$ cat config.mk
export PLATFORM = sky130hd
export DESIGN_NAME = iup2x_emit
export DESIGN_NICKNAME = d
export VERILOG_FILES = /design/src/design/iup2x_pkg.sv /design/src/design/iup2x_emit.sv
export SDC_FILE = /design/constraint.sdc
export NUM_CORES = 1
export LEC_CHECK = 0
export ABC_CLOCK_PERIOD_IN_PS = 3700
export BUFFER_PORTS_ARGS = -buffer_cell sky130_fd_sc_hd__buf_4
export CAP_MARGIN = 20
export CELL_PAD_IN_SITES_DETAIL_PLACEMENT = 0
export CELL_PAD_IN_SITES_GLOBAL_PLACEMENT = 1
export CORE_MARGIN = 3
export CORE_UTILIZATION = 41
export CTS_CLUSTER_SIZE = 40
export DETAILED_ROUTE_END_ITERATION = 6
export PLACE_DENSITY_LB_ADDON = 0.1
export REMOVE_ABC_BUFFERS = 1
export SKIP_CTS_REPAIR_TIMING = 1
export SLEW_MARGIN = 20
export SYNTH_ARGS = -nofsm -noshare
export SYNTH_HDL_FRONTEND = slang
export SYNTH_SLANG_ARGS = --single-unit
export TNS_END_PERCENT = 30
$ cat constraint.sdc
create_clock -name clk_i -period 3.7 [get_ports clk_i]
set_input_delay 0.555 -clock clk_i [delete_from_list [all_inputs] [get_ports clk_i]]
set_output_delay 0.555 -clock clk_i [all_outputs]
set_load 0.005 [all_outputs]
$ cat src/design/iup2x_pkg.sv
// ----------------------------------------------------------------------------
// iup2x_pkg
// Shared constants, codes and types of the 2x bilinear image upsampler.
// ----------------------------------------------------------------------------
package iup2x_pkg;

  localparam int PIX_W        = 8;
  localparam int CFG_WIDTH_W  = 11;
  localparam int CFG_HEIGHT_W = 13;
  localparam int CFG_DATA_W   = 13;
  localparam int CFG_IDX_W    = 2;
  localparam int OUT_ROW_W    = 13;
  localparam int OUT_COL_W    = 11;

  // line store geometry
  localparam int LS_DEPTH = 1024;
  localparam int LS_AW    = $clog2(LS_DEPTH);
  // width used for column compares, holds both the register and LS_DEPTH
  localparam int EXT_W    = (LS_AW + 1 > CFG_WIDTH_W) ? LS_AW + 1 : CFG_WIDTH_W;

  localparam int MAX_SRC_HEIGHT = 4096;
  localparam int ROW_CNT_W      = 12;

  // register indexes
  localparam logic [CFG_IDX_W-1:0] REG_SRC_WIDTH  = 2'd0;
  localparam logic [CFG_IDX_W-1:0] REG_SRC_HEIGHT = 2'd1;

  localparam logic [CFG_WIDTH_W-1:0]  SRC_WIDTH_RST  = 11'd384;
  localparam logic [CFG_HEIGHT_W-1:0] SRC_HEIGHT_RST = 13'd256;

  // output sub-row of an item: row 2r-1, 2r, 2r+1
  localparam logic [1:0] SUB_UP   = 2'd0;
  localparam logic [1:0] SUB_MID  = 2'd1;
  localparam logic [1:0] SUB_DOWN = 2'd2;

  // output column slot of an item: 2c-2, 2c-1, 2c, 2c+1
  localparam logic [1:0] COL_PREV_EVEN = 2'd0;
  localparam logic [1:0] COL_PREV_ODD  = 2'd1;
  localparam logic [1:0] COL_CUR_EVEN  = 2'd2;
  localparam logic [1:0] COL_CUR_ODD   = 2'd3;

  // everything the result sequencer needs to know about one item
  typedef struct packed {
    logic [PIX_W-1:0]     pix;
    logic [PIX_W-1:0]     above;
    logic [PIX_W-1:0]     left;
    logic [PIX_W-1:0]     left_above;
    logic [ROW_CNT_W-1:0] row;
    logic [LS_AW-1:0]     col;
    logic                 has_up;
    logic                 has_pair;
    logic                 has_end;
    logic                 has_down;
  } desc_t;

endpackage

$ cat src/design/iup2x_emit.sv
// ----------------------------------------------------------------------------
// iup2x_emit
// Result sequencer: walks the sub-rows and column slots of one descriptor
// and issues one result per cycle, unless the output is stalled, through an output register.
// ----------------------------------------------------------------------------
module iup2x_emit (
  input  logic                               clk_i,
  input  logic                               rst_ni,
  input  logic                               desc_valid_i,
  output logic                               desc_ready_o,
  input  iup2x_pkg::desc_t                   desc_i,
  input  logic                               desc_lastc_i,
  input  logic                               desc_lastr_i,
  output logic                               out_valid_o,
  input  logic                               out_stall_i,
  output logic [iup2x_pkg::PIX_W-1:0]        value_o,
  output logic [iup2x_pkg::OUT_ROW_W-1:0]    out_row_o,
  output logic [iup2x_pkg::OUT_COL_W-1:0]    out_col_o,
  output logic                               last_o,
  output logic                               frame_end_o
);

  localparam int PW = iup2x_pkg::PIX_W;
  localparam int RO = iup2x_pkg::OUT_ROW_W;
  localparam int CO = iup2x_pkg::OUT_COL_W;

  iup2x_pkg::desc_t desc_q;
  logic             desc_v_q, desc_v_d;
  logic             frame_q;
  logic [1:0]       sub_q, col_q;

  logic             out_v_q, out_v_d;
  logic [PW-1:0]    value_q;
  logic [RO-1:0]    row_q;
  logic [CO-1:0]    col_out_q;
  logic             last_q, frame_end_q;

  logic             emit, load, col_last, sub_last, slot_last;
  logic [1:0]       first_col;
  logic [PW:0]      sum_lla, sum_ap, sum_lp;
  logic [PW+1:0]    sum4;
  logic [PW-1:0]    val;
  logic [RO-1:0]    row_val;
  logic [CO-1:0]    col_val;

  assign emit      = desc_v_q && (!out_v_q || !out_stall_i);
  assign col_last  = (col_q == iup2x_pkg::COL_CUR_ODD) ||
                     ((col_q == iup2x_pkg::COL_PREV_ODD) && !desc_q.has_end);
  assign sub_last  = (sub_q == iup2x_pkg::SUB_DOWN) ||
                     ((sub_q == iup2x_pkg::SUB_MID) && !desc_q.has_down);
  assign slot_last = col_last && sub_last;
  assign first_col = desc_q.has_pair ? iup2x_pkg::COL_PREV_EVEN : iup2x_pkg::COL_CUR_EVEN;

  assign desc_ready_o = !desc_v_q || (emit && slot_last);
  assign load         = desc_valid_i && desc_ready_o;
  assign desc_v_d     = load || (desc_v_q && !(emit && slot_last));
  assign out_v_d      = emit || (out_v_q && out_stall_i);

  // rounded averages
  always_comb begin
    sum_lla = {1'b0, desc_q.left_above} + {1'b0, desc_q.left} + (PW+1)'(1);
    sum_ap  = {1'b0, desc_q.above} + {1'b0, desc_q.pix} + (PW+1)'(1);
    sum_lp  = {1'b0, desc_q.left} + {1'b0, desc_q.pix} + (PW+1)'(1);
    sum4    = (PW+2)'(desc_q.left_above) + (PW+2)'(desc_q.above) +
              (PW+2)'(desc_q.left) + (PW+2)'(desc_q.pix) + (PW+2)'(2);
  end

  always_comb begin
    unique case (col_q)
      iup2x_pkg::COL_PREV_EVEN:
        val = (sub_q == iup2x_pkg::SUB_UP) ? sum_lla[PW:1] : desc_q.left;
      iup2x_pkg::COL_PREV_ODD:
        val = (sub_q == iup2x_pkg::SUB_UP) ? sum4[PW+1:2] : sum_lp[PW:1];
      default:
        val = (sub_q == iup2x_pkg::SUB_UP) ? sum_ap[PW:1] : desc_q.pix;
    endcase
  end

  // row 2r + sub - 1, column 2c + slot - 2
  assign row_val = RO'({desc_q.row, 1'b0}) + RO'(sub_q) - RO'(1);
  assign col_val = CO'({desc_q.col, 1'b0}) + CO'(col_q) - CO'(2);

  always_ff @(posedge clk_i or negedge rst_ni) begin
    if (!rst_ni) begin
      desc_v_q <= 1'b0;
      out_v_q  <= 1'b0;
      sub_q    <= iup2x_pkg::SUB_MID;
      col_q    <= iup2x_pkg::COL_CUR_EVEN;
    end else begin
      desc_v_q <= desc_v_d;
      out_v_q  <= out_v_d;
      if (load) begin
        sub_q <= desc_i.has_up ? iup2x_pkg::SUB_UP : iup2x_pkg::SUB_MID;
        col_q <= desc_i.has_pair ? iup2x_pkg::COL_PREV_EVEN : iup2x_pkg::COL_CUR_EVEN;
      end else if (emit) begin
        if (col_last) begin
          sub_q <= sub_q + 2'd1;
          col_q <= first_col;
        end else begin
          col_q <= col_q + 2'd1;
        end
      end
    end
  end

  always_ff @(posedge clk_i) begin
    if (load) begin
      desc_q  <= desc_i;
      frame_q <= desc_lastc_i && desc_lastr_i;
    end
    if (emit) begin
      value_q     <= val;
      row_q       <= row_val;
      col_out_q   <= col_val;
      last_q      <= slot_last;
      frame_end_q <= slot_last && frame_q;
    end
  end

  assign out_valid_o = out_v_q;
  assign value_o     = value_q;
  assign out_row_o   = row_q;
  assign out_col_o   = col_out_q;
  assign last_o      = last_q;
  assign frame_end_o = frame_end_q;

endmodule

==> results by group <==
Outcome
  – Run status: finished clean

Timing
  – RSZ-0062 raised after global routing: false
  – Final Cycle Share: ~90%
  – Final min period: around 3.4 ns
  – Slew margin rel.: a little over half
  – Worst Max-Slew Pin Slew: between 0.6 and 0.7 ns
  – Final Skew: slightly below 0.007 ns
  – Final Setup Violations: 0
  – Final hold violation count: 0
  – Slew Viols, Final: 0
  – FMAX: between 200 and 300 MHz
  – Setup TNS: 0 ns

Synthesis
  – Post-synth EDFFs: a little over 90
  – Synth cell types: 53
  – Avg Inst Size Synth: roughly 11 µm²
  – Post-Syn Instances: 540
  – Post-synth top flop: edfxtp_1
  – Synth top area cells: edfxtp_1 45%, ha_1 12%, fa_1 6.6%
  – Post-synthesis async set-or-reset flop share: 6.12%
  – YS warnings: 0
  – Synth area leader: edfxtp_1
  – Seq/Total Area, Yosys: a little under half
  – Yosys top cell area share: 45.3%
  – Netlist Area Pre-Place: between 6000 and 7000 µm²
  – Yosys reg bits: 98

Critical path
  – R2R Path Start: desc_q[36]$_DFFE_PP_
  – Crit path launch: desc_q[36]$_DFFE_PP_
  – Crit path cell chain: inv_1 > fa_1 > fa_1 > inv_1 > ha_1 > a21oi_1 > a21oi_1 > nor3_2 > o21bai_1 > mux2i_1 > or4_1
  – Crit-path slowest cell: fa_1
  – Crit Path Max Fanout: 4
  – CP Class: flip-flop to flip-flop
  – Flop2flop setup slack: roughly 0.27 ns
  – End of the worst register-to-register path: value_o[6]$_DFFE_PP_
  – Crit path arrival time: ~3.5 ns
  – Delay-heaviest family, CP: adder cells
  – R2r worst-path depth: 11
  – CP endpoint kind: flip-flop
  – End point of the critical path: value_o[6]$_DFFE_PP_
  – CP max stage delay: about 0.5 ns
  – Crit path depth: 11
  – Required @ worst endpoint: 3.79 ns
  – Critical path launch point type: flip-flop
  – CP bufs+invs: 2

Global routing
  – Remaining global-route overflow: 0
  – GR Util met3: 4.08%
  – Largest net degree at the start of global routing: 38
  – GRT met2 Usage: a little under a third
  – Total track usage: between 15 and 20%
  – Top Usage Layer GRT: met2
  – First-pass GRT wire length: 22100 µm
  – Met1 Resource Use GR: between 20% and 30%
  – Vias in the first global route: between 4000 and 5000
  – Initial antenna violation count: 0

Finish
  – Nets: between 700 and 800
  – Proportion of layout cells with a drive suffix above 1: 20.1%
  – Diode count: 0
  – Fill cells: approximately 1300
  – Fin area: roughly 7400 µm²
  – Commonest non-fill, non-tap cell in the layout: buf_4
  – Most frequent cells in the layout: 105 x buf_4, 94 x inv_1, 92 x edfxtp_1
  – Area Growth Syn to Fin: 22.0%

Die
  – Die area: around 16000 µm²
  – Initial Util: 42.9%
  – Die height: 128 µm
  – Row count: 43
  – Ports: 100
  – Core area: between 10000 and 15000 µm²
  – DIE WIDTH: 128 µm

Placed design
  – DP Wirelength: roughly 11000 µm
  – Gpl congestion: between 0.8 and 0.9
  – Placed instance area: between 7000 and 8000 µm²
  – Number of I/O port buffers: 99

Route
  – Antenna viol nets, final: 0
  – Initial DRT Pass Iterations: 4
  – Via-per-instance ratio: a little over 5
  – Initial DRC count: between 150 and 200
  – DRC: 0
  – Post-detailed-routing wire length: 13700 µm
  – Routed vias: about 4300
  – WL/cell: between 15 and 20 µm

Clocking
  – H-tree depth: 3
  – Clock slew at reported path FFs: 0.07 ns
  – CTS tree: built
  – CTS max path bufs: 2
  – Num CTS Buffers: 9
  – Clk sink count: 98
  – Clock root buffer: clkbuf_16
  – Latest clock arrival within the worst-skew pair: ~0.35 ns

Power and ir drop
  – Power density over the cells: approximately 600 nW/µm²
  – Peak supply drop: 0.231 mV
  – Leak pwr: 3.23 nW

Min path
  – Hold Path Class: primary input to flip-flop

Job
  – Max cap viols: 0
==> registers in the layout, indices dropped and copies added, names as in the netlist <==
signal       cells
frame_end_o      1
out_col_o       11
frame_q          1
desc_v_q         1
col_q            2
out_valid_o      1
desc_q          57
out_row_o       13
sub_q            2
value_o          8
last_o           1
==> cell families after synthesis <==
logic type                 count (synthesis)  share of synthesized area, %
AOI/OAI and AO/OA                        119                          13.3
xor gates and xnor gates                  31                          4.45
adders and majority gates                 78                          18.5
buffers and inverters                    102                          6.40
DFF                                       98                          47.8
muxes                                      6                         0.985
and+or+nand+nor                          106                          8.64
==> cell type report <==
cell class	count	area, µm²	share of cell area [%]
Multi-Input combinational cell	340	2800	37.6
Sequential cell	98	2920	39.2
Timing Repair Buffer	108	838	11.3
Clock buffer	11	253	3.40
Tap cell	180	225	3.03
Inverter	94	353	4.74
Clock inverter	5	58.8	0.790
==> where the power goes <==
part           internal, mW  leakage (nW)  switching (mW)
clock network         0.564         0.150           0.423
registers              1.54         0.922           0.113
logic                 0.871          2.16            1.04
==> routing by layer <==
layer | vias to the layer above | wire length [µm]
li1 | 2146 | -
met4 | 0 | 178
met3 | 12 | 691
met2 | 72 | 6900
met1 | 2068 | 5950
met5 | - | 0
==> how the worst min path moves through the flow <==
stage	from	to	slack [ns]	depth (start not counted)
after global placement	rst_ni	desc_v_q$_DFF_PN0_	0.37	1
after CTS	rst_ni	desc_v_q$_DFF_PN0_	-0.009	1
after floorplan	rst_ni	col_q[0]$_DFFE_PN0P_	0.26	0
after global routing	desc_i[3]	sub_q[0]$_DFFE_PN1P_	0.33	2
final	desc_i[3]	sub_q[0]$_DFFE_PN1P_	0.34	2
after detailed placement	rst_ni	out_valid_o$_DFF_PN0_	0.37	1
==> cells in the mapped netlist, drive strengths merged (3+ instances only) <==
library cell and count:
or2 3, ha 58, xnor2 23, nand3b 3, o2111ai 4, o21bai 6
edfxtp 92, inv 94, a31oi 10, nor2b 8, nand2b 4, mux2i 6
a211oi 11, o31ai 4, dfrtp 4, fa 20, o21a 4, a21o 9
xor2 8, nand3 8, and2 6, o41ai 3, a2111oi 3, clkbuf 7
nor3 11, nand2 25, o21ai 21, nor2 27, a21oi 24, o22ai 3
==> worst register-to-register path, stage by stage (launching register included) <==
cell and delay [ns]:
edfxtp_1 0.44, inv_1 0.11, fa_1 0.45, fa_1 0.51, inv_1 0.04, ha_1 0.33
a21oi_1 0.20, a21oi_1 0.11, nor3_2 0.21, o21bai_1 0.11, mux2i_1 0.13, or4_1 0.51
==> through the flow <==
step	setup WS, ns	power, mW	std cells	hold WS [ns]	util (%)
global placement	0.250	3.56	819	0.369	50.1
global route	0.0389	4.87	836	0.329	52.4
detailed placement	0.178	3.59	819	0.372	50.1
CTS	0.159	4.60	835	-0.00943	52.3
finish	0.270	4.55	836	0.336	52.4
floorplan	0.239	2.86	532	0.259	-
(Power assumes the default switching activity.)
